==> config.mk <==
export PLATFORM = sky130hd
export DESIGN_NAME = cpu_condition_code_unit
export DESIGN_NICKNAME = d
export VERILOG_FILES = /design/src/rtl/ccu_pkg.sv /design/src/rtl/ccu_flag_update.sv /design/src/rtl/ccu_cond_eval.sv /design/src/rtl/cpu_condition_code_unit.sv
export VERILOG_INCLUDE_DIRS = /design/src /design/src/rtl
export SDC_FILE = /design/constraint.sdc
export NUM_CORES = 1
export LEC_CHECK = 0
export BUFFER_PORTS_ARGS = -buffer_cell sky130_fd_sc_hd__buf_2
export CORE_ASPECT_RATIO = 1.25
export CORE_MARGIN = 3
export CORE_UTILIZATION = 32
export CTS_BUF_LIST = sky130_fd_sc_hd__clkbuf_2 sky130_fd_sc_hd__clkbuf_4 sky130_fd_sc_hd__clkbuf_8
export CTS_CLUSTER_DIAMETER = 100
export CTS_CLUSTER_SIZE = 30
export DETAILED_ROUTE_END_ITERATION = 8
export PLACE_DENSITY = 0.6
export SLEW_MARGIN = 20
export SYNTH_ARGS = -nofsm -noshare
export SYNTH_HDL_FRONTEND = slang
export SYNTH_SLANG_ARGS = --single-unit
==> constraint.sdc <==
create_clock -name clk -period 4.7 [get_ports clk]
set_input_delay 0.705 -clock clk [delete_from_list [all_inputs] [get_ports clk]]
set_output_delay 0.705 -clock clk [all_outputs]
set_load 0.05 [all_outputs]
==> src/rtl/cpu_condition_code_unit_assert.svh <==
// ----------------------------------------------------------------------------
// Condition code unit assertion macros
// Macros for concurrent checks on the clk domain with an arst_n disable.
// ----------------------------------------------------------------------------
`ifndef CPU_CONDITION_CODE_UNIT_ASSERT_SVH
`define CPU_CONDITION_CODE_UNIT_ASSERT_SVH
`ifndef SYNTH
`define CCU_ASSERT_NOW(label, ante, cons, msg) \
	label: assert property (@(posedge clk) disable iff (!arst_n) (ante) |-> (cons)) \
		else $error(msg);
`define CCU_ASSERT_NEXT(label, ante, cons, msg) \
	label: assert property (@(posedge clk) disable iff (!arst_n) (ante) |=> (cons)) \
		else $error(msg);
`else
`define CCU_ASSERT_NOW(label, ante, cons, msg)
`define CCU_ASSERT_NEXT(label, ante, cons, msg)
`endif
`endif

==> src/rtl/ccu_pkg.sv <==
// ----------------------------------------------------------------------------
// Condition code unit package
// Shared types, operand constants and code enumerations.
// ----------------------------------------------------------------------------
package ccu_pkg;

	localparam int unsigned DataWidth = 32;
	localparam int unsigned CountWidth = 6;
	localparam int unsigned FlagWidth = 5;

	localparam logic [DataWidth-1:0] MaskByte = 32'h0000_00ff;
	localparam logic [DataWidth-1:0] MaskWord = 32'h0000_ffff;
	localparam logic [DataWidth-1:0] MaskLong = 32'hffff_ffff;
	localparam logic [DataWidth-1:0] TopByte = 32'h0000_0080;
	localparam logic [DataWidth-1:0] TopWord = 32'h0000_8000;
	localparam logic [DataWidth-1:0] TopLong = 32'h8000_0000;
	localparam logic [4:0] MsbByte = 5'd7;
	localparam logic [4:0] MsbWord = 5'd15;
	localparam logic [4:0] MsbLong = 5'd31;

	typedef struct packed {
		logic x;
		logic n;
		logic z;
		logic v;
		logic c;
	} flags_t;

	typedef enum logic [1:0] {
		OP_UPDATE = 2'd0,
		OP_TEST   = 2'd1,
		OP_LOAD   = 2'd2
	} op_t;

	typedef enum logic [1:0] {
		SIZE_BYTE = 2'd0,
		SIZE_WORD = 2'd1,
		SIZE_LONG = 2'd2
	} size_t;

	typedef enum logic {
		X_KEEP  = 1'b0,
		X_CARRY = 1'b1
	} x_rule_t;

	typedef enum logic [1:0] {
		N_KEEP   = 2'd0,
		N_SIGN   = 2'd1,
		N_INVERT = 2'd2
	} n_rule_t;

	typedef enum logic [1:0] {
		Z_KEEP   = 2'd0,
		Z_ZERO   = 2'd1,
		Z_INVERT = 2'd2,
		Z_STICKY = 2'd3
	} z_rule_t;

	typedef enum logic [2:0] {
		V_KEEP     = 3'd0,
		V_CLEAR    = 3'd1,
		V_INVERT   = 3'd2,
		V_ADD_OVF  = 3'd3,
		V_SUB_OVF  = 3'd4,
		V_DEST_RES = 3'd5
	} v_rule_t;

	typedef enum logic [3:0] {
		C_KEEP     = 4'd0,
		C_INVERT   = 4'd1,
		C_CLEAR    = 4'd2,
		C_COPY_X   = 4'd3,
		C_SHR_OUT  = 4'd4,
		C_SHL_OUT  = 4'd5,
		C_SIGNS_OR = 4'd6,
		C_BORROW   = 4'd7,
		C_CARRY    = 4'd8
	} c_rule_t;

	typedef enum logic [3:0] {
		CC_T  = 4'd0,
		CC_F  = 4'd1,
		CC_HI = 4'd2,
		CC_LS = 4'd3,
		CC_CC = 4'd4,
		CC_CS = 4'd5,
		CC_NE = 4'd6,
		CC_EQ = 4'd7,
		CC_VC = 4'd8,
		CC_VS = 4'd9,
		CC_PL = 4'd10,
		CC_MI = 4'd11,
		CC_GE = 4'd12,
		CC_LT = 4'd13,
		CC_GT = 4'd14,
		CC_LE = 4'd15
	} cond_t;

endpackage

==> src/rtl/ccu_flag_update.sv <==
// ----------------------------------------------------------------------------
// Condition code flag update
// Computes the next flag set from the old flags and one registered item.
// ----------------------------------------------------------------------------
module ccu_flag_update (
	input  logic [1:0]                     op,
	input  logic [1:0]                     size,
	input  logic                           x_rule,
	input  logic [1:0]                     n_rule,
	input  logic [1:0]                     z_rule,
	input  logic [2:0]                     v_rule,
	input  logic [3:0]                     c_rule,
	input  logic [ccu_pkg::DataWidth-1:0]  source,
	input  logic [ccu_pkg::DataWidth-1:0]  dest,
	input  logic [ccu_pkg::DataWidth-1:0]  result_value,
	input  logic [ccu_pkg::CountWidth-1:0] shift_count,
	input  ccu_pkg::flags_t                flags_old,
	output ccu_pkg::flags_t                flags_new
);

	logic [ccu_pkg::DataWidth-1:0] mask;
	logic [ccu_pkg::DataWidth-1:0] top;
	logic [4:0] msb;
	logic [ccu_pkg::DataWidth-1:0] s;
	logic [ccu_pkg::DataWidth-1:0] d;
	logic [ccu_pkg::DataWidth-1:0] r;
	logic sm;
	logic dm;
	logic rm;
	logic r_zero;
	logic cnt_ok;
	logic [ccu_pkg::CountWidth-1:0] shr_idx;
	logic [ccu_pkg::CountWidth-1:0] shl_idx;
	ccu_pkg::flags_t upd;

	always_comb begin
		unique case (ccu_pkg::size_t'(size))
			ccu_pkg::SIZE_BYTE: begin
				mask = ccu_pkg::MaskByte;
				top  = ccu_pkg::TopByte;
				msb  = ccu_pkg::MsbByte;
			end
			ccu_pkg::SIZE_WORD: begin
				mask = ccu_pkg::MaskWord;
				top  = ccu_pkg::TopWord;
				msb  = ccu_pkg::MsbWord;
			end
			default: begin
				mask = ccu_pkg::MaskLong;
				top  = ccu_pkg::TopLong;
				msb  = ccu_pkg::MsbLong;
			end
		endcase
	end

	assign s      = source & mask;
	assign d      = dest & mask;
	assign r      = result_value & mask;
	assign sm     = |(s & top);
	assign dm     = |(d & top);
	assign rm     = |(r & top);
	assign r_zero = (r == '0);

	assign cnt_ok  = (shift_count != '0) && (shift_count <= ({1'b0, msb} + 6'd1));
	assign shr_idx = shift_count - 6'd1;
	assign shl_idx = {1'b0, msb} + 6'd1 - shift_count;

	always_comb begin
		upd = flags_old;

		unique case (ccu_pkg::n_rule_t'(n_rule))
			ccu_pkg::N_SIGN:   upd.n = rm;
			ccu_pkg::N_INVERT: upd.n = ~flags_old.n;
			default:           upd.n = flags_old.n;
		endcase

		unique case (ccu_pkg::z_rule_t'(z_rule))
			ccu_pkg::Z_ZERO:   upd.z = r_zero;
			ccu_pkg::Z_INVERT: upd.z = ~flags_old.z;
			ccu_pkg::Z_STICKY: upd.z = flags_old.z & r_zero;
			default:           upd.z = flags_old.z;
		endcase

		unique case (ccu_pkg::v_rule_t'(v_rule))
			ccu_pkg::V_CLEAR:    upd.v = 1'b0;
			ccu_pkg::V_INVERT:   upd.v = ~flags_old.v;
			ccu_pkg::V_ADD_OVF:  upd.v = (sm & dm & ~rm) | (~sm & ~dm & rm);
			ccu_pkg::V_SUB_OVF:  upd.v = (~sm & dm & ~rm) | (sm & ~dm & rm);
			ccu_pkg::V_DEST_RES: upd.v = dm & rm;
			default:             upd.v = flags_old.v;
		endcase

		unique case (ccu_pkg::c_rule_t'(c_rule))
			ccu_pkg::C_INVERT:   upd.c = ~flags_old.c;
			ccu_pkg::C_CLEAR:    upd.c = 1'b0;
			ccu_pkg::C_COPY_X:   upd.c = flags_old.x;
			ccu_pkg::C_SHR_OUT:  upd.c = cnt_ok & d[shr_idx[4:0]];
			ccu_pkg::C_SHL_OUT:  upd.c = cnt_ok & d[shl_idx[4:0]];
			ccu_pkg::C_SIGNS_OR: upd.c = dm | rm;
			ccu_pkg::C_BORROW:   upd.c = (sm & ~dm) | (rm & ~dm) | (sm & rm);
			ccu_pkg::C_CARRY:    upd.c = (sm & dm) | (~rm & dm) | (sm & ~rm);
			default:             upd.c = flags_old.c;
		endcase

		if (ccu_pkg::x_rule_t'(x_rule) == ccu_pkg::X_CARRY) begin
			upd.x = upd.c;
		end
	end

	always_comb begin
		unique case (op)
			ccu_pkg::OP_UPDATE: flags_new = upd;
			ccu_pkg::OP_LOAD:   flags_new = ccu_pkg::flags_t'(source[ccu_pkg::FlagWidth-1:0]);
			default:            flags_new = flags_old;
		endcase
	end

endmodule

==> src/rtl/ccu_cond_eval.sv <==
// ----------------------------------------------------------------------------
// Condition code evaluator
// Evaluates one of the sixteen branch conditions on a flag set.
// ----------------------------------------------------------------------------
module ccu_cond_eval (
	input  ccu_pkg::flags_t flags_in,
	input  logic [3:0]      condition,
	output logic            condition_true
);

	always_comb begin
		unique case (ccu_pkg::cond_t'(condition))
			ccu_pkg::CC_T:  condition_true = 1'b1;
			ccu_pkg::CC_F:  condition_true = 1'b0;
			ccu_pkg::CC_HI: condition_true = ~flags_in.c & ~flags_in.z;
			ccu_pkg::CC_LS: condition_true = flags_in.c | flags_in.z;
			ccu_pkg::CC_CC: condition_true = ~flags_in.c;
			ccu_pkg::CC_CS: condition_true = flags_in.c;
			ccu_pkg::CC_NE: condition_true = ~flags_in.z;
			ccu_pkg::CC_EQ: condition_true = flags_in.z;
			ccu_pkg::CC_VC: condition_true = ~flags_in.v;
			ccu_pkg::CC_VS: condition_true = flags_in.v;
			ccu_pkg::CC_PL: condition_true = ~flags_in.n;
			ccu_pkg::CC_MI: condition_true = flags_in.n;
			ccu_pkg::CC_GE: condition_true = ~(flags_in.n ^ flags_in.v);
			ccu_pkg::CC_LT: condition_true = flags_in.n ^ flags_in.v;
			ccu_pkg::CC_GT: condition_true = ~(flags_in.n ^ flags_in.v) & ~flags_in.z;
			default:        condition_true = (flags_in.n ^ flags_in.v) | flags_in.z;
		endcase
	end

endmodule

==> src/rtl/cpu_condition_code_unit.sv <==
// ----------------------------------------------------------------------------
// Condition code unit
// Holds the X, N, Z, V and C flags, updates or loads them per item and
// evaluates a branch condition on the result.
// ----------------------------------------------------------------------------
// The unit accepts one item in every cycle unless back-pressure stalls it, and
// returns one result per item. An accepted item lands in the input register,
// and its flags and condition are computed from it and stored in the result
// register together with the flag register when the input register advances.
// The flag register feeds back into the next item without a bubble.
// Back-pressure on the result side stalls the input register, and input ready
// drops only when both registers are full and the waiting result is not taken.
// After reset all flags are zero.
module cpu_condition_code_unit (
	input  logic                           clk,
	input  logic                           arst_n,
	input  logic                           in_valid,
	output logic                           in_ready,
	input  logic [1:0]                     op,
	input  logic [1:0]                     size,
	input  logic                           x_rule,
	input  logic [1:0]                     n_rule,
	input  logic [1:0]                     z_rule,
	input  logic [2:0]                     v_rule,
	input  logic [3:0]                     c_rule,
	input  logic [ccu_pkg::DataWidth-1:0]  source,
	input  logic [ccu_pkg::DataWidth-1:0]  dest,
	input  logic [ccu_pkg::DataWidth-1:0]  result_value,
	input  logic [ccu_pkg::CountWidth-1:0] shift_count,
	input  logic [3:0]                     condition,
	output logic                           out_valid,
	input  logic                           out_ready,
	output logic [ccu_pkg::FlagWidth-1:0]  flags,
	output logic                           condition_true
);

	`include "cpu_condition_code_unit_assert.svh"

	logic                           valid_s1;
	logic [1:0]                     op_s1;
	logic [1:0]                     size_s1;
	logic                           x_rule_s1;
	logic [1:0]                     n_rule_s1;
	logic [1:0]                     z_rule_s1;
	logic [2:0]                     v_rule_s1;
	logic [3:0]                     c_rule_s1;
	logic [ccu_pkg::DataWidth-1:0]  source_s1;
	logic [ccu_pkg::DataWidth-1:0]  dest_s1;
	logic [ccu_pkg::DataWidth-1:0]  result_s1;
	logic [ccu_pkg::CountWidth-1:0] count_s1;
	logic [3:0]                     cond_s1;

	ccu_pkg::flags_t flag_q;
	ccu_pkg::flags_t flags_next;
	logic            cond_next;
	logic            out_valid_q;
	ccu_pkg::flags_t flags_q;
	logic            cond_q;
	logic            advance;
	logic            in_xfer;

	assign advance  = valid_s1 & (~out_valid_q | out_ready);
	assign in_ready = ~valid_s1 | advance;
	assign in_xfer  = in_valid & in_ready;

	always_ff @(posedge clk or negedge arst_n) begin
		if (!arst_n) begin
			valid_s1 <= 1'b0;
		end else if (in_ready) begin
			valid_s1 <= in_valid;
		end
	end

	always_ff @(posedge clk) begin
		if (in_xfer) begin
			op_s1     <= op;
			size_s1   <= size;
			x_rule_s1 <= x_rule;
			n_rule_s1 <= n_rule;
			z_rule_s1 <= z_rule;
			v_rule_s1 <= v_rule;
			c_rule_s1 <= c_rule;
			source_s1 <= source;
			dest_s1   <= dest;
			result_s1 <= result_value;
			count_s1  <= shift_count;
			cond_s1   <= condition;
		end
	end

	ccu_flag_update u_flag_update (
		.op           (op_s1),
		.size         (size_s1),
		.x_rule       (x_rule_s1),
		.n_rule       (n_rule_s1),
		.z_rule       (z_rule_s1),
		.v_rule       (v_rule_s1),
		.c_rule       (c_rule_s1),
		.source       (source_s1),
		.dest         (dest_s1),
		.result_value (result_s1),
		.shift_count  (count_s1),
		.flags_old    (flag_q),
		.flags_new    (flags_next)
	);

	ccu_cond_eval u_cond_eval (
		.flags_in       (flags_next),
		.condition      (cond_s1),
		.condition_true (cond_next)
	);

	always_ff @(posedge clk or negedge arst_n) begin
		if (!arst_n) begin
			flag_q      <= '0;
			out_valid_q <= 1'b0;
		end else begin
			if (advance) begin
				flag_q <= flags_next;
			end
			if (advance) begin
				out_valid_q <= 1'b1;
			end else if (out_ready) begin
				out_valid_q <= 1'b0;
			end
		end
	end

	always_ff @(posedge clk) begin
		if (advance) begin
			flags_q <= flags_next;
			cond_q  <= cond_next;
		end
	end

	assign out_valid      = out_valid_q;
	assign flags          = flags_q;
	assign condition_true = cond_q;

	`CCU_ASSERT_NOW(a_out_matches_state, out_valid_q, flags_q == flag_q, "result flags differ from flag register")
	`CCU_ASSERT_NOW(a_ready_only_on_stall, !in_ready, valid_s1 && out_valid_q && !out_ready, "input stalled without output back-pressure")
	`CCU_ASSERT_NEXT(a_test_keeps_flags, advance && (op_s1 == ccu_pkg::OP_TEST), flag_q == $past(flag_q), "test item changed the flags")
	`CCU_ASSERT_NEXT(a_load_writes_flags, advance && (op_s1 == ccu_pkg::OP_LOAD), flag_q == $past(source_s1[ccu_pkg::FlagWidth-1:0]), "load item did not write the flags")

endmodule

; ---- Word-level counts from Yosys, hierarchy flattened
; Cells that the tools add are included.
[totals]
in_bits = 126
rom_bits = 0
ramBits = 0
mem_count = 0
latchBits = 0
register_bits = 135
[op_classes]
magnitude_cmp = 3
mux = 16
eq_ne = 34
div = 0
mul = 0
n_shift = 0
bitwise = 52
n_addsub = 3
n_reduce_logical = 10
[ops]
columns = cell, n
row1 = 32-bit bitwise AND, 6
row2 = 32-bit one-hot mux with 2 select lines, 2
row3 = 32-bit OR reduction, 3
row4 = 4-bit by 3-bit == test with 1-bit output (second input constant), 8
row5 = 4-bit == test (second input constant), 8
row6 = 32-bit zero test, 1
row7 = 1-bit bitwise AND, 20
row8 = 5-bit one-hot mux with 2 select lines, 2
row9 = 4-bit by 2-bit == test with 1-bit output (second input constant), 4
row10 = 1-bit one-hot mux with 15 select lines, 1
row11 = 1-bit inverter, 14
row12 = 5-bit by 6-bit less-than comparator with 1-bit output (second input constant), 2
row13 = 1-bit bitwise OR, 11
row14 = 1-bit binary-select mux with 5-bit select, 2
row15 = 2-bit == test (second input constant), 4
row16 = 4-bit by 1-bit == test with 1-bit output (second input constant), 2
row17 = 1-bit one-hot mux with 8 select lines, 1
row18 = 5-bit by 1-bit adder with 6-bit output (second input constant), 1
row19 = 2-bit by 1-bit == test with 1-bit output (second input constant), 3
row20 = 3-bit by 2-bit == test with 1-bit output (second input constant), 2
row21 = 3-bit == test (second input constant), 2
row22 = 6-bit less-or-equal comparator, 1
row23 = 6-bit nonzero test, 1
row24 = 1-bit 2-to-1 mux, 5
row25 = 11 further kinds, 12

; ---- Depth between registers and ports, before layout
; Gate-level depths: netlist (run 1).
[logic_depth]
depth_word = 16
mapped_depth = 14

; ---- Hierarchy
; From an unflattened synthesis (run 1), not the netlist that was laid out.
[unflattened]
cells_unflattened = 365
hier_area_um2 = 5794.3
[by_module_without_submodules]
columns = module, area_each_um2, n_inst, cells_each
row1 = cpu_condition_code_unit, 4150.2, 1, 147
row2 = ccu_flag_update, 1460.2, 1, 189
row3 = ccu_cond_eval, 183.9, 1, 29

; ---- Least setup slack after synthesis (run 1)
; Ideal clock, no wire load.
[synth_path]
kind = input to register
start = input out_ready
end = register c_rule_s1[0], enable pin
setup_slack_ns = 0.723
required_time_ns = 4.233
stages = 2
arrival_ns = 3.509
setup_ns = 0.467
path_cell_list = nand3b_1 -> and2_1
[synth_between]
elab_chain_cells = 4
[synth_rtl]
columns = item, line
row1 = from (decl), cpu_condition_code_unit.sv:32  ; input logic out_ready,
row2 = 1-bit bitwise OR, cpu_condition_code_unit.sv:62  ; assign advance = valid_s1 & (~out_valid_q | out_ready);
row3 = 1-bit bitwise AND, cpu_condition_code_unit.sv:62
row4 = 1-bit bitwise OR, cpu_condition_code_unit.sv:63  ; assign in_ready = ~valid_s1 | advance;
row5 = 1-bit bitwise AND, cpu_condition_code_unit.sv:64  ; assign in_xfer = in_valid & in_ready;
row6 = net in_xfer, cpu_condition_code_unit.sv:60  ; logic in_xfer;
row7 = to (signal assigned), cpu_condition_code_unit.sv:82  ; c_rule_s1 <= c_rule;
row8 = to (decl), cpu_condition_code_unit.sv:46  ; logic [3:0] c_rule_s1;
; The timed path passes the listed nets, and every way through them passes these cells.
; A chain may end at the register's enable or synchronous reset.

; ---- Worst setup path after layout (run 1)
[layout_path]
start = register size_s1[1]
end = register cond_q (netlist: condition_true) (data pin)
[layout_between]
elab_chain_cells = 15
[layout_rtl]
columns = item, line
row1 = from (decl), cpu_condition_code_unit.sv:41  ; logic [1:0] size_s1;
row2 = from (signal assigned), cpu_condition_code_unit.sv:77  ; size_s1 <= size;
row3 = "parallel branches: the longest is 10 deep, another holds 5-bit by 1-bit adder with 6-bit output", --
row4 = 5-bit one-hot mux with 2 select lines (*), ccu_flag_update.sv:111  ; unique case (op)
row5 = 1-bit bitwise XOR, --
row6 = 1-bit inverter, "ccu_cond_eval.sv:25, ccu_cond_eval.sv:27"
row7 = 1-bit bitwise AND, ccu_cond_eval.sv:27  ; ccu_pkg::CC_GT: condition_true = ~(flags_in.n ^ flags_in.v) & ~flags_in.z;
row8 = 1-bit one-hot mux with 15 select lines (*), ccu_cond_eval.sv:12  ; unique case (ccu_pkg::cond_t'(condition))
row9 = net cond_next, cpu_condition_code_unit.sv:55  ; logic cond_next;
row10 = to (signal assigned), cpu_condition_code_unit.sv:132  ; cond_q <= cond_next;
row11 = to (decl), cpu_condition_code_unit.sv:58  ; logic cond_q;
; Mark *: on every way through the listed nets, which the timed path passes. The select of a mux whose other input is x is not followed.

==> summary.txt, run 1 <==
Setup path
  – Startpoint type of the worst setup path: flop
  – Count of cells along the worst register-to-register path: 12
  – Highest fanout seen on the critical path: 17
  – Flop-to-flop setup slack: 850 ps
  – Cell-by-cell trace of the critical path: nor2_1 -> inv_1 -> ha_1 -> o21a_1 -> o21a_1 -> o22a_1 -> a2111oi_0 -> o211ai_1 -> a311oi_2 -> o22ai_2 -> a32oi_1 -> o221ai_2
  – WS Path Type: reg2reg
  – Startpoint of the most critical register-to-register path: size_s1[1]
  – RR Endpoint: condition_true
  – Data arrival time of the worst path: 3970 ps
  – CP max stage delay: 760 ps
  – Top cell by count, worst path: sky130_fd_sc_hd__o21a_1
  – Family with the most delay on the worst path: compound AO/OA/AOI/OAI gates
  – Endpoint required time on the critical path: 4830 ps
  – Buf+Inv Stages, Crit Path: 1
  – Capturing element type of the critical path: flop
  – CP max stage cell: sky130_fd_sc_hd__edfxtp_1

Finish
  – Finished Cell Area: 6007 um^2
  – Synth-to-Final Area Change: 18.69%
  – Final-stage net count: 593
  – Antenna diodes: 0
  – Fraction of final layout cells sized beyond drive strength 1: 0.3133
  – Cell Count, Final, Fillers Out: 674
  – Final Util: 0.3935

Synth
  – Number of warnings reported in the yosys synthesis log: 0
  – Average size of a mapped cell: 14.38 um^2
  – Synthesized flop and latch total: 111
  – Area share of the largest cell type after synthesis: 0.6171
  – Synth async-reset ratio: 0.06306
  – Synthesized netlist cell count: 352
  – Netlist Area Pre-Place: 5061 um^2
  – Seq/Total Area, Yosys: 0.6517
  – Number of flops mapped to enable cells by yosys: 104
  – Top cells by area, synth: sky130_fd_sc_hd__edfxtp_1, sky130_fd_sc_hd__mux2i_1, sky130_fd_sc_hd__dfrtp_1, sky130_fd_sc_hd__mux4_2, sky130_fd_sc_hd__o21ai_0
  – Library cell with the largest summed area after synthesis: sky130_fd_sc_hd__edfxtp_1
  – Count of different cell masters after synthesis: 61
  – Most frequently used flop master after synthesis: sky130_fd_sc_hd__edfxtp_1
  – Net count after synthesis: 484

Outcome
  – Status: complete, no violations

Pwr
  – IR Drop Worst-Case VDD: 164.1 uV
  – Comb power frac: 0.150
  – Int Pwr: 1.512 mW
  – Clock power frac: 0.263
  – Portion of total power attributed to sequential cells: 0.587
  – Total power of the final layout: 2.086 mW
  – Switching component of the power: 0.5739 mW
  – P per Cell Area: 347.3 nW/um^2
  – Leak pwr: 2.264 nW
  – Switching portion of total power: 0.2751

Place
  – HPWL after detailed placement: 7790 um
  – Post-placement worst setup slack: 849.0 ps
  – Gpl congestion: 0.8059
  – Post-Place Cell Area: 5819 um^2
  – Buffers added on ports: 109
  – Placed Cells: 658

STA
  – Final worst slack: 853.3 ps
  – Worst slew slack as a fraction of its limit: 0.3830
  – Highest clock frequency the design can meet: 0.2600 GHz
  – Endpoints failing setup: 0
  – Final hold vios: 0
  – Worst slew pin tran: 925.5 ps
  – Worst clock skew on the final layout: 11.55 ps
  – Max-slew violation total from the final report: 0
  – Setup repair after global routing missed its margin: false
  – Aggregate negative setup slack: 0 ps
  – Final critical-path required period: 3847 ps
  – Final Hold Slack: 136.2 ps
  – Final worst-path cycle share: 0.8184

Drt
  – DRT antenna net count: 0
  – Wire length per cell after detailed routing: 15.57 um
  – Count of TritonRoute iterations in the first routing pass: 4
  – Routed wire length: 10490 um
  – Initial drt markers: 124
  – Count of vias placed by the detailed router: 3277
  – Post-detailed-route DRC marker count: 0
  – Number of vias per cell after detailed routing: 4.862

Floorplan
  – Core Area: 15260 um^2
  – Die Width: 118.5 um
  – Cell row count: 50
  – Starting Density: 0.3316
  – Total Die Area: 17370 um^2
  – Top-level port count: 134
  – Die height: 146.6 um

Clocking
  – Clock transition at the register clock pins on the worst setup and hold paths after CTS: 110 ps
  – Post-CTS Setup Inserts: 0
  – Root Buffer: sky130_fd_sc_hd__clkbuf_8
  – Later-pin clock latency in the skew report: 390 ps
  – CTS H-Tree Depth: 3
  – Clock sinks: 111
  – Buffers from clock root to sink, at most: 2
  – Total of hold buffers inserted after clock tree synthesis: 0
  – Number of buffers inserted during clock tree synthesis: 9
  – Number of gates given a new drive strength after cts: 0
  – TritonCTS clock tree: yes

GRT
  – Pin count of the biggest net entering global routing: 69
  – Number of global-route vias before repair: 3440
  – First-pass GRT wire length: 16810 um
  – GRT Total Usage: 0.1234
  – Number of antenna violations at the first check in global routing: 1
  – Total overflow reported by the global router: 0

Job
  – Max-cap check violation count: 0

Worst hold path
  – Class of the worst hold path: in2async
-- metal layers --
metal,global-route usage,share of wire,up-vias
met5,0,0.0012,-
met4,0.04522,0.015,2
met3,0.03952,0.056,13
met2,0.2146,0.51,82
met1,0.1424,0.42,1569
li1,-,-,1611
-- power groups by stage --
stage               combinational [mW]  sequential [mW]  clock, mW
floorplan                        0.204             1.25          0
global placement                 0.307             1.24          0
detailed placement               0.317             1.25          0
CTS                              0.319             1.22      0.575
global route                     0.347             1.23      0.615
finish                           0.314             1.22      0.549
-- synthesized netlist by cell type, drive strengths merged (4+ instances only) --
cell type / n
nand2b: 8
mux4: 8
mux2i: 22
a31oi: 4
a21oi: 4
inv: 21
nor3: 9
nor4: 9
dfrtp: 7
o22ai: 9
nor2: 9
xnor2: 7
a211oi: 4
nand3: 4
ha: 6
o2111ai: 4
o21a: 4
o221ai: 5
edfxtp: 104
buf: 8
o21ai: 21
nand2: 20
mux2: 4
clkbuf: 5
-- placed cells by master (no fill, tap or decap), types with 4 or more instances in the layout --
cell type and count:
sky130_fd_sc_hd__buf_2 109, sky130_fd_sc_hd__edfxtp_1 104, sky130_fd_sc_hd__mux2i_1 22, sky130_fd_sc_hd__inv_1 20
sky130_fd_sc_hd__nand2_1 20, sky130_fd_sc_hd__o21ai_0 17, sky130_fd_sc_hd__nor2_1 9, sky130_fd_sc_hd__nor3_1 9
sky130_fd_sc_hd__nor4_1 9, sky130_fd_sc_hd__clkbuf_8 9, sky130_fd_sc_hd__nand2b_1 8, sky130_fd_sc_hd__o22ai_1 8
sky130_fd_sc_hd__xnor2_1 7, sky130_fd_sc_hd__dfrtp_1 7, sky130_fd_sc_hd__mux4_2 6, sky130_fd_sc_hd__ha_1 6
sky130_fd_sc_hd__o221ai_1 4, sky130_fd_sc_hd__nand3_1 4, sky130_fd_sc_hd__o21a_1 4, sky130_fd_sc_hd__o2111ai_1 4
sky130_fd_sc_hd__a211oi_1 4, sky130_fd_sc_hd__a21oi_1 4, sky130_fd_sc_hd__a31oi_1 4
-- cell families (layout without fill, tap and decap cells) --
logic type / Yosys count / in the layout / share of synthesized area
multiplexers: 34 / 34 / 0.09023
adder cells (fa/ha/maj): 7 / 7 / 0.01681
AND/OR/NAND/NOR: 79 / 79 / 0.08306
buffers and inverters: 34 / 148 / 0.02843
flip-flops: 111 / 111 / 0.6517
AO/OA/AOI/OAI: 78 / 78 / 0.1127
XOR/XNOR: 9 / 9 / 0.01706
-- registers in the layout, summed over array words and instances (netlist names) --
register	cells
c_rule_s1	4
cond_s1	4
condition_true	1
count_s1	6
dest_s1	32
flag_q	5
flags	5
n_rule_s1	2
op_s1	2
out_valid	1
result_s1	32
size_s1	2
source_s1	8
v_rule_s1	3
valid_s1	1
x_rule_s1	1
z_rule_s1	2
-- cell type report --
cell class,count,area [um^2]
clock buffer,9,123.9
inverter,21,78.83
clock inverter,7,63.81
fill,1517,9258
tap,208,260.3
timing repair buffer,111,560.5
multi-input combinational,207,1622
sequential,111,3298
-- worst max-delay path by stage --
stage / depth (start not counted) / startpoint / end / slack, ps
after global placement: 12 / size_s1[1] / condition_true / 1030
after detailed placement: 12 / size_s1[1] / condition_true / 850
after global routing: 12 / size_s1[1] / condition_true / 520
after floorplan: 2 / out_ready / c_rule_s1[0] / 720
final: 12 / size_s1[1] / condition_true / 850
after CTS: 12 / size_s1[1] / condition_true / 800
(Power assumes the default switching activity.)
==> run 2: changes to the inputs <==
- clock period: 4.7 -> 3.65 ns (I/O delays scaled with it)
==> summary.txt, run 2 (synthesized netlist as in run 1, its figures left out) <==
Setup path
  – Endpoint of the worst setup timing path: condition_true
  – Top cell by count, worst path: sky130_fd_sc_hd__o21a_1
  – Startpoint type of the worst setup path: flop
  – Count of cells along the worst register-to-register path: 12 (unchanged)
  – RR Endpoint: condition_true
  – Number of cells on the critical path: 12 (unchanged)
  – WS Path Type: reg2reg
  – Buf+Inv Stages, Crit Path: 1 (unchanged)
  – Capturing element type of the critical path: flop
  – Endpoint required time on the critical path: 3770 ps (-1060 ps)
  – Cell-by-cell trace of the critical path: nor2_1 -> inv_1 -> ha_1 -> o21a_1 -> o21a_1 -> o22a_1 -> a2111oi_1 -> o211ai_1 -> a311oi_2 -> o22ai_2 -> a32oi_1 -> o221ai_2
  – Flop-to-flop setup slack: 220 ps (-630 ps)
  – CP max stage cell: sky130_fd_sc_hd__a2111oi_1
  – Crit path from: size_s1[1]
  – Family with the most delay on the worst path: compound AO/OA/AOI/OAI gates
  – CP max stage delay: 440 ps (-320 ps)
  – Startpoint of the most critical register-to-register path: size_s1[1]
  – Data arrival time of the worst path: 3550 ps (-420 ps)
  – Highest fanout seen on the critical path: 6 (-11)

Finish
  – Final-stage net count: 602 (+1.5%)
  – Fraction of final layout cells sized beyond drive strength 1: 0.3200 (+0.006695)
  – Top flop regs: dest_s1: 32 flops, result_s1: 32 flops, source_s1: 8 flops
  – Commonest non-fill, non-tap cells in the layout: sky130_fd_sc_hd__buf_2, sky130_fd_sc_hd__edfxtp_1, sky130_fd_sc_hd__mux2i_1, sky130_fd_sc_hd__inv_1, sky130_fd_sc_hd__nand2_1
  – Synth-to-Final Area Change: 19.88%
  – Antenna diodes: 0 (unchanged)
  – Most common library cell in the layout ignoring fill and taps: sky130_fd_sc_hd__buf_2

Drt
  – Wire length per cell after detailed routing: 15.58 um (about the same)
  – Count of TritonRoute iterations in the first routing pass: 4 (unchanged)
  – Number of vias per cell after detailed routing: 4.902 (+0.82%)
  – DRT antenna net count: 0 (unchanged)
  – Post-detailed-route DRC marker count: 0 (unchanged)
  – Count of vias placed by the detailed router: 3348 (+2.2%)
  – Routed wire length: 10640 um (+1.4%)
  – Initial drt markers: 165 (+33%)

GRT
  – First-pass GRT wire length: 17040 um (+1.4%)
  – GRT Total Usage: 0.1260 (+0.002634)
  – Number of global-route vias before repair: 3402 (-1.1%)
  – Total overflow reported by the global router: 0 (unchanged)
  – Pin count of the biggest net entering global routing: 57 (-17%)
  – Number of antenna violations at the first check in global routing: 0 (-1)

Clocking
  – Later-pin clock latency in the skew report: 380 ps (about the same)
  – Buffers from clock root to sink, at most: 2 (unchanged)
  – Clock transition at the register clock pins on the worst setup and hold paths after CTS: 100 ps (about the same)
  – Post-CTS Setup Inserts: 0 (unchanged)
  – Root Buffer: sky130_fd_sc_hd__clkbuf_8
  – Clock sinks: 111 (unchanged)
  – TritonCTS clock tree: yes
  – CTS H-Tree Depth: 3 (unchanged)
  – Number of buffers inserted during clock tree synthesis: 9 (unchanged)

Pwr
  – P per Cell Area: 439.8 nW/um^2 (+27%)
  – Switching component of the power: 0.7143 mW (+24%)
  – Comb power frac: 0.159 (+0.009)
  – Leak pwr: 2.299 nW (+1.6%)
  – Switching portion of total power: 0.2677 (-0.007434)
  – Portion of total power attributed to sequential cells: 0.588 (about the same)
  – Int Pwr: 1.954 mW (+29%)
  – Clock power frac: 0.253 (-0.010)
  – IR Drop Worst-Case VDD: 183.8 uV (+12%)

Floorplan
  – Top-level port count: 134 (unchanged)
  – Cell row count: 50 (unchanged)
  – Core Area: 15260 um^2 (unchanged)
  – Die Width: 118.5 um (unchanged)
  – Starting Density: 0.3316 (unchanged)
  – Total Die Area: 17370 um^2 (unchanged)
  – Die height: 146.6 um (unchanged)

Job
  – Max-cap check violation count: 0 (unchanged)

STA
  – Final worst slack: 218.7 ps (-634.7 ps)
  – Worst clock skew on the final layout: 5.983 ps (-5.567 ps)
  – Worst slew pin tran: 728.4 ps (-197.2 ps)
  – Max-slew violation total from the final report: 0 (unchanged)
  – Highest clock frequency the design can meet: 0.2914 GHz (+12%)
  – Setup repair after global routing missed its margin: false
  – Final worst-path cycle share: 0.9401 (+0.1217)
  – Aggregate negative setup slack: 0 ps (unchanged)
  – Worst slew slack as a fraction of its limit: 0.5144 (+0.1314)
  – Endpoints failing setup: 0 (unchanged)
  – Final hold vios: 0 (unchanged)
  – Final critical-path required period: 3431 ps (-415.3 ps)

Worst hold path
  – Class of the worst hold path: in2reg

Place
  – HPWL after detailed placement: 7971 um (+2.3%)
  – Post-placement worst setup slack: 176.3 ps (-672.7 ps)
  – Buffers added on ports: 109 (unchanged)
  – Gpl congestion: 0.8187 (+1.6%)

Outcome
  – Status: complete, no violations
## run 2: cell types whose count changed in the layout (fill, tap and decap cells not counted), moves of 2 or more
| cell | change |
|---|---|
| sky130_fd_sc_hd__buf_4 | +8 |
| sky130_fd_sc_hd__clkinv_1 | +2 |
| sky130_fd_sc_hd__clkinv_2 | -2 |
| sky130_fd_sc_hd__clkinv_4 | +2 |
| sky130_fd_sc_hd__inv_6 | -2 |
## run 2: final cells by class
type	count	area, um^2
flip-flops and latches	111	3298
fillers	1494	9198
clock inverters	6	45.04
well taps	208	260.3
repair buffers	120	630.6
multi-input cells	207	1623
inverters	21	78.83
clock buffers	10	131.4
## run 2: worst register-to-register path: cells and delay by family (launching register included)
kind            cells  cell delay (ps)
compound gates      9             2130
flops               1              430
fa+ha+maj           1              330
simple gates        1              170
buf+inv             1              120
## run 2: routing by layer
metal  part of all wire  track usage
met5                  0            0
met4              0.013      0.04986
met3              0.061      0.03797
met2               0.51       0.2106
met1               0.41       0.1529
## run 2: through the flow
stage	area, um^2	utilization	hold slack [ps]	power (mW)	cells
after floorplan	5062	-	251.9	1.874	352
after global placement	5879	0.3852	395.6	2.008	666
after detailed placement	5879	0.3852	399.1	2.024	666
after CTS	6066	0.3974	309.0	2.705	683
after global routing	6067	0.3975	300.6	2.821	683
final	6067	0.3975	337.2	2.669	683
## run 2: timing repair
action,in CTS,in global routing
hold buffers,1,0
hold endpoints to repair,7,0
setup endpoints to repair,0,1
gates resized for setup,0,1
## run 2: power groups by stage
stage                     logic [mW]  clock network [mW]  registers [mW]
after CTS                      0.429               0.706            1.57
final                          0.425               0.675            1.57
after floorplan                0.263                   0            1.61
after detailed placement       0.426                   0            1.60
after global routing           0.469               0.770            1.58
after global placement         0.414                   0            1.59
## run 2: how the worst min path moves through the flow
stage	start	end	slack (ps)	depth (start not counted)
floorplan	arst_n	flag_q[0]	250	0
detailed placement	arst_n	out_valid	400	1
finish	result_value[27]	result_s1[27]	340	1
global route	result_value[26]	result_s1[26]	300	1
global placement	arst_n	out_valid	400	1
CTS	result_value[27]	result_s1[27]	310	1
==> run 3: changes to the inputs <==
--- a/config.mk
+++ b/config.mk
@@ -8,2 +8,3 @@
 export LEC_CHECK = 0
+export ABC_AREA = 1
 export BUFFER_PORTS_ARGS = -buffer_cell sky130_fd_sc_hd__buf_2
@@ -17,2 +18,3 @@
 export PLACE_DENSITY = 0.6
+export RECOVER_POWER = 100
 export SLEW_MARGIN = 20
==> constraint.sdc (replaced) <==
create_clock -name clk -period 3.65 [get_ports clk]
set_input_delay 0.1825 -clock clk [delete_from_list [all_inputs] [get_ports clk]]
set_output_delay 0.1825 -clock clk [all_outputs]
set_load 0.05 [all_outputs]
==> summary.txt, run 3 <==
Clocking
  – Buffers from clock root to sink, at most: 2 (unchanged)
  – Clock transition at the register clock pins on the worst setup and hold paths after CTS: 100 ps (about the same)
  – Number of gates given a new drive strength after cts: 0 (unchanged)
  – Later-pin clock latency in the skew report: 380 ps (about the same)
  – TritonCTS clock tree: yes
  – Clock sinks: 111 (unchanged)
  – Number of buffers inserted during clock tree synthesis: 9 (unchanged)
  – Post-CTS Setup Inserts: 0 (unchanged)
  – Root Buffer: sky130_fd_sc_hd__clkbuf_8
  – CTS H-Tree Depth: 3 (unchanged)

Job
  – Max-cap check violation count: 1 (+1)

Pwr
  – Leak pwr: 2.952 nW (+28%)
  – Clock power frac: 0.228 (-0.025)
  – Comb power frac: 0.218 (+0.059)
  – Int Pwr: 2.044 mW (+4.6%)
  – Switching portion of total power: 0.2959 (+0.02820)
  – Portion of total power attributed to sequential cells: 0.554 (-0.034)
  – Switching component of the power: 0.8590 mW (+20%)
  – IR Drop Worst-Case VDD: 191.6 uV (+4.3%)
  – Total power of the final layout: 2.903 mW (+8.8%)
  – P per Cell Area: 408.3 nW/um^2 (-7.2%)

Setup path
  – Cell-by-cell trace of the critical path: inv_1 -> ha_1 -> inv_1 -> nand3_1 -> nand3_1 -> nand3_1 -> nand2_1 -> inv_1 -> nand2_1 -> nand3_1 -> nand3_1 -> nand2_1 -> nand3_1 -> nand2_1 -> nand2_1 -> nand2_1 -> nand2_1 -> nand2_1 -> nand3_1
  – Endpoint of the worst setup timing path: condition_true
  – Data arrival time of the worst path: 3230 ps (-320 ps)
  – Count of cells along the worst register-to-register path: 19 (+7)
  – Startpoint type of the worst setup path: flop
  – Endpoint required time on the critical path: 3790 ps (+20 ps)
  – CP max stage cell: sky130_fd_sc_hd__ha_1
  – RR Endpoint: condition_true
  – WS Path Type: reg2reg
  – Startpoint of the most critical register-to-register path: count_s1[0]
  – CP max stage delay: 640 ps (+200 ps)
  – Top cell by count, worst path: sky130_fd_sc_hd__nand2_1
  – Highest fanout seen on the critical path: 17 (+11)
  – Capturing element type of the critical path: flop
  – Flop-to-flop setup slack: 570 ps (+350 ps)
  – Crit path from: count_s1[0]

STA
  – Highest clock frequency the design can meet: 0.3242 GHz (+11%)
  – Final hold vios: 0 (unchanged)
  – Worst slew pin tran: 2377 ps (+1649 ps)
  – Worst slew slack as a fraction of its limit: -0.5847 (-1.099)
  – Endpoints failing setup: 0 (unchanged)
  – Aggregate negative setup slack: 0 ps (unchanged)
  – Final Hold Slack: 54.46 ps (-282.7 ps)
  – Max-slew violation total from the final report: 99 (+99)
  – Final critical-path required period: 3085 ps (-346.6 ps)
  – Final worst-path cycle share: 0.8451 (-0.09496)
  – Setup repair after global routing missed its margin: false
  – Worst clock skew on the final layout: 16.39 ps (+10.41 ps)

Place
  – Gpl congestion: 0.8432 (+3.0%)
  – HPWL after detailed placement: 8257 um (+3.6%)
  – Buffers added on ports: 109 (unchanged)

Drt
  – Initial drt markers: 257 (+56%)
  – Count of vias placed by the detailed router: 4371 (+31%)
  – Count of TritonRoute iterations in the first routing pass: 4 (unchanged)
  – Wire length per cell after detailed routing: 12.83 um (-18%)
  – DRT antenna net count: 0 (unchanged)
  – Post-detailed-route DRC marker count: 0 (unchanged)
  – Routed wire length: 12110 um (+14%)
  – Number of vias per cell after detailed routing: 4.630 (-5.5%)

Floorplan
  – Starting Density: 0.3306 (-0.0009913)
  – Top-level port count: 134 (unchanged)
  – Die height: 149.0 um (+1.6%)
  – Cell row count: 51 (+2.0%)
  – Die Width: 120.4 um (+1.6%)
  – Total Die Area: 17930 um^2 (+3.2%)
  – Core Area: 15830 um^2 (+3.7%)

Synth
  – Synthesized netlist cell count: 519 (+47%)
  – Cell with the most instances after synthesis: sky130_fd_sc_hd__nand3_1
  – Library cell with the largest summed area after synthesis: sky130_fd_sc_hd__edfxtp_1
  – Count of different cell masters after synthesis: 34 (-44%)
  – Top cells by area, synth: sky130_fd_sc_hd__edfxtp_1, sky130_fd_sc_hd__nand3_1, sky130_fd_sc_hd__nand2_1, sky130_fd_sc_hd__inv_1, sky130_fd_sc_hd__nor2_1
  – Number of warnings reported in the yosys synthesis log: 0 (unchanged)
  – Net count after synthesis: 651 (+35%)
  – Average size of a mapped cell: 10.08 um^2 (-30%)
  – Netlist Area Pre-Place: 5231 um^2 (+3.4%)
  – Area share of the largest cell type after synthesis: 0.5970 (-0.02007)
  – Number of flops mapped to enable cells by yosys: 104 (unchanged)
  – Ranking of synthesized cells by instance count: sky130_fd_sc_hd__nand3_1, sky130_fd_sc_hd__edfxtp_1, sky130_fd_sc_hd__nand2_1, sky130_fd_sc_hd__inv_1, sky130_fd_sc_hd__nor2_1
  – Synthesized flop and latch total: 111 (unchanged)
  – Synth async-reset ratio: 0.06306 (unchanged)
  – Seq/Total Area, Yosys: 0.6305 (-0.02120)
  – Most frequently used flop master after synthesis: sky130_fd_sc_hd__edfxtp_1

Finish
  – Most common library cell in the layout ignoring fill and taps: sky130_fd_sc_hd__nand3_1
  – Top flop regs: dest_s1: 32 flops, result_s1: 32 flops, source_s1: 8 flops
  – Synth-to-Final Area Change: 35.95%
  – Final-stage net count: 859 (+43%)
  – Multi-input gate area: 1618 um^2 (-0.31%)
  – FF/Latch Area: 3298 um^2 (unchanged)
  – Total of fill cells in the finished design: 1538 (+2.9%)
  – Commonest non-fill, non-tap cells in the layout: sky130_fd_sc_hd__nand3_1, sky130_fd_sc_hd__edfxtp_1, sky130_fd_sc_hd__nand2_1, sky130_fd_sc_hd__dlygate4sd3_1, sky130_fd_sc_hd__buf_2
  – Final Util: 0.4494 (+0.05194)
  – Antenna diodes: 0 (unchanged)
  – Fraction of final layout cells sized beyond drive strength 1: 0.1667 (-0.1533)

GRT
  – Number of global-route vias before repair: 4435 (+30%)
  – Number of antenna violations at the first check in global routing: 0 (unchanged)
  – First-pass GRT wire length: 19890 um (+17%)
  – Total overflow reported by the global router: 0 (unchanged)
  – GRT Total Usage: 0.1397 (+0.01365)
  – Pin count of the biggest net entering global routing: 99 (+74%)

Outcome
  – Status: finished, violations left
  – Failing checks: max-capacitance violations, max-slew violations

Worst hold path
  – Class of the worst hold path: in2reg
==> run 3: changes by cell type after synthesis, moves of 22 or more <==
cell                      previous run  this run
sky130_fd_sc_hd__inv_1              20        53
sky130_fd_sc_hd__mux2i_1            22         0
sky130_fd_sc_hd__nand2_1            20        98
sky130_fd_sc_hd__nand3_1             4       118
sky130_fd_sc_hd__nor2_1              9        51
==> run 3: worst min path at each step <==
stage	from	end	slack, ps	depth (start not counted)
after global placement	arst_n	out_valid	30	1
after floorplan	arst_n	flag_q[0]	-110	0
after CTS	out_ready	out_valid	60	4
final	in_valid	valid_s1	50	3
after detailed placement	arst_n	out_valid	30	1
after global routing	in_valid	valid_s1	70	3
==> run 3: worst max-delay path: cells and delay by family (launching register included) <==
| family | cells | cell delay (ps) |
|---|---|---|
| simple gates | 15 | 1330 |
| buf+inv | 3 | 510 |
| fa+ha+maj | 1 | 640 |
| flops | 1 | 370 |
==> run 3: routing by layer <==
layer  track usage  up-vias  wire length, um
met4       0.07256        0              359
met1        0.1571     2015             4920
li1              -     2203                -
met5             0        -                0
met2        0.2531      125             6334
met3       0.02238       28              497
==> run 3: metrics by stage <==
step | worst slack, ps | instance area [um^2] | std cells
finish | 565.3 | 7112 | 944
global route | 219.2 | 7112 | 944
CTS | 621.8 | 7162 | 944
detailed placement | 644.0 | 6002 | 829
global placement | 685.0 | 6002 | 829
floorplan | 49.94 | 5231 | 519
==> run 3: area by class of cell <==
type                    count  share of cell area
flip-flops and latches    111              0.4638
multi-input cells         335              0.2275
repair buffers            212              0.2169
well taps                 212             0.03730
inverters                  58             0.03079
clock buffers               9             0.01742
clock inverters             7            0.006334
==> run 3: kinds of logic after synthesis <==
group,count (synthesis),share of synthesized area
xor+xnor,5,0.009808
fa+ha+maj,6,0.01435
buf+inv,73,0.05788
flops,111,0.6305
compound gates,32,0.03468
simple gates,292,0.2528
==> run 3: power by group through the flow <==
stage,logic (mW),clock network (mW),registers [mW]
4_1_cts,0.651,0.695,1.60
6_report,0.634,0.662,1.61
3_3_place_gp,0.554,0,1.63
3_5_place_dp,0.565,0,1.63
5_1_grt,0.713,0.739,1.62
2_1_floorplan,0.356,0,1.67
==> run 3: timing repair <==
item | CTS | global route
endpoints found under the setup margin | 0 | 0
endpoints found under the hold margin | 105 | 0
hold buffers | 99 | 0
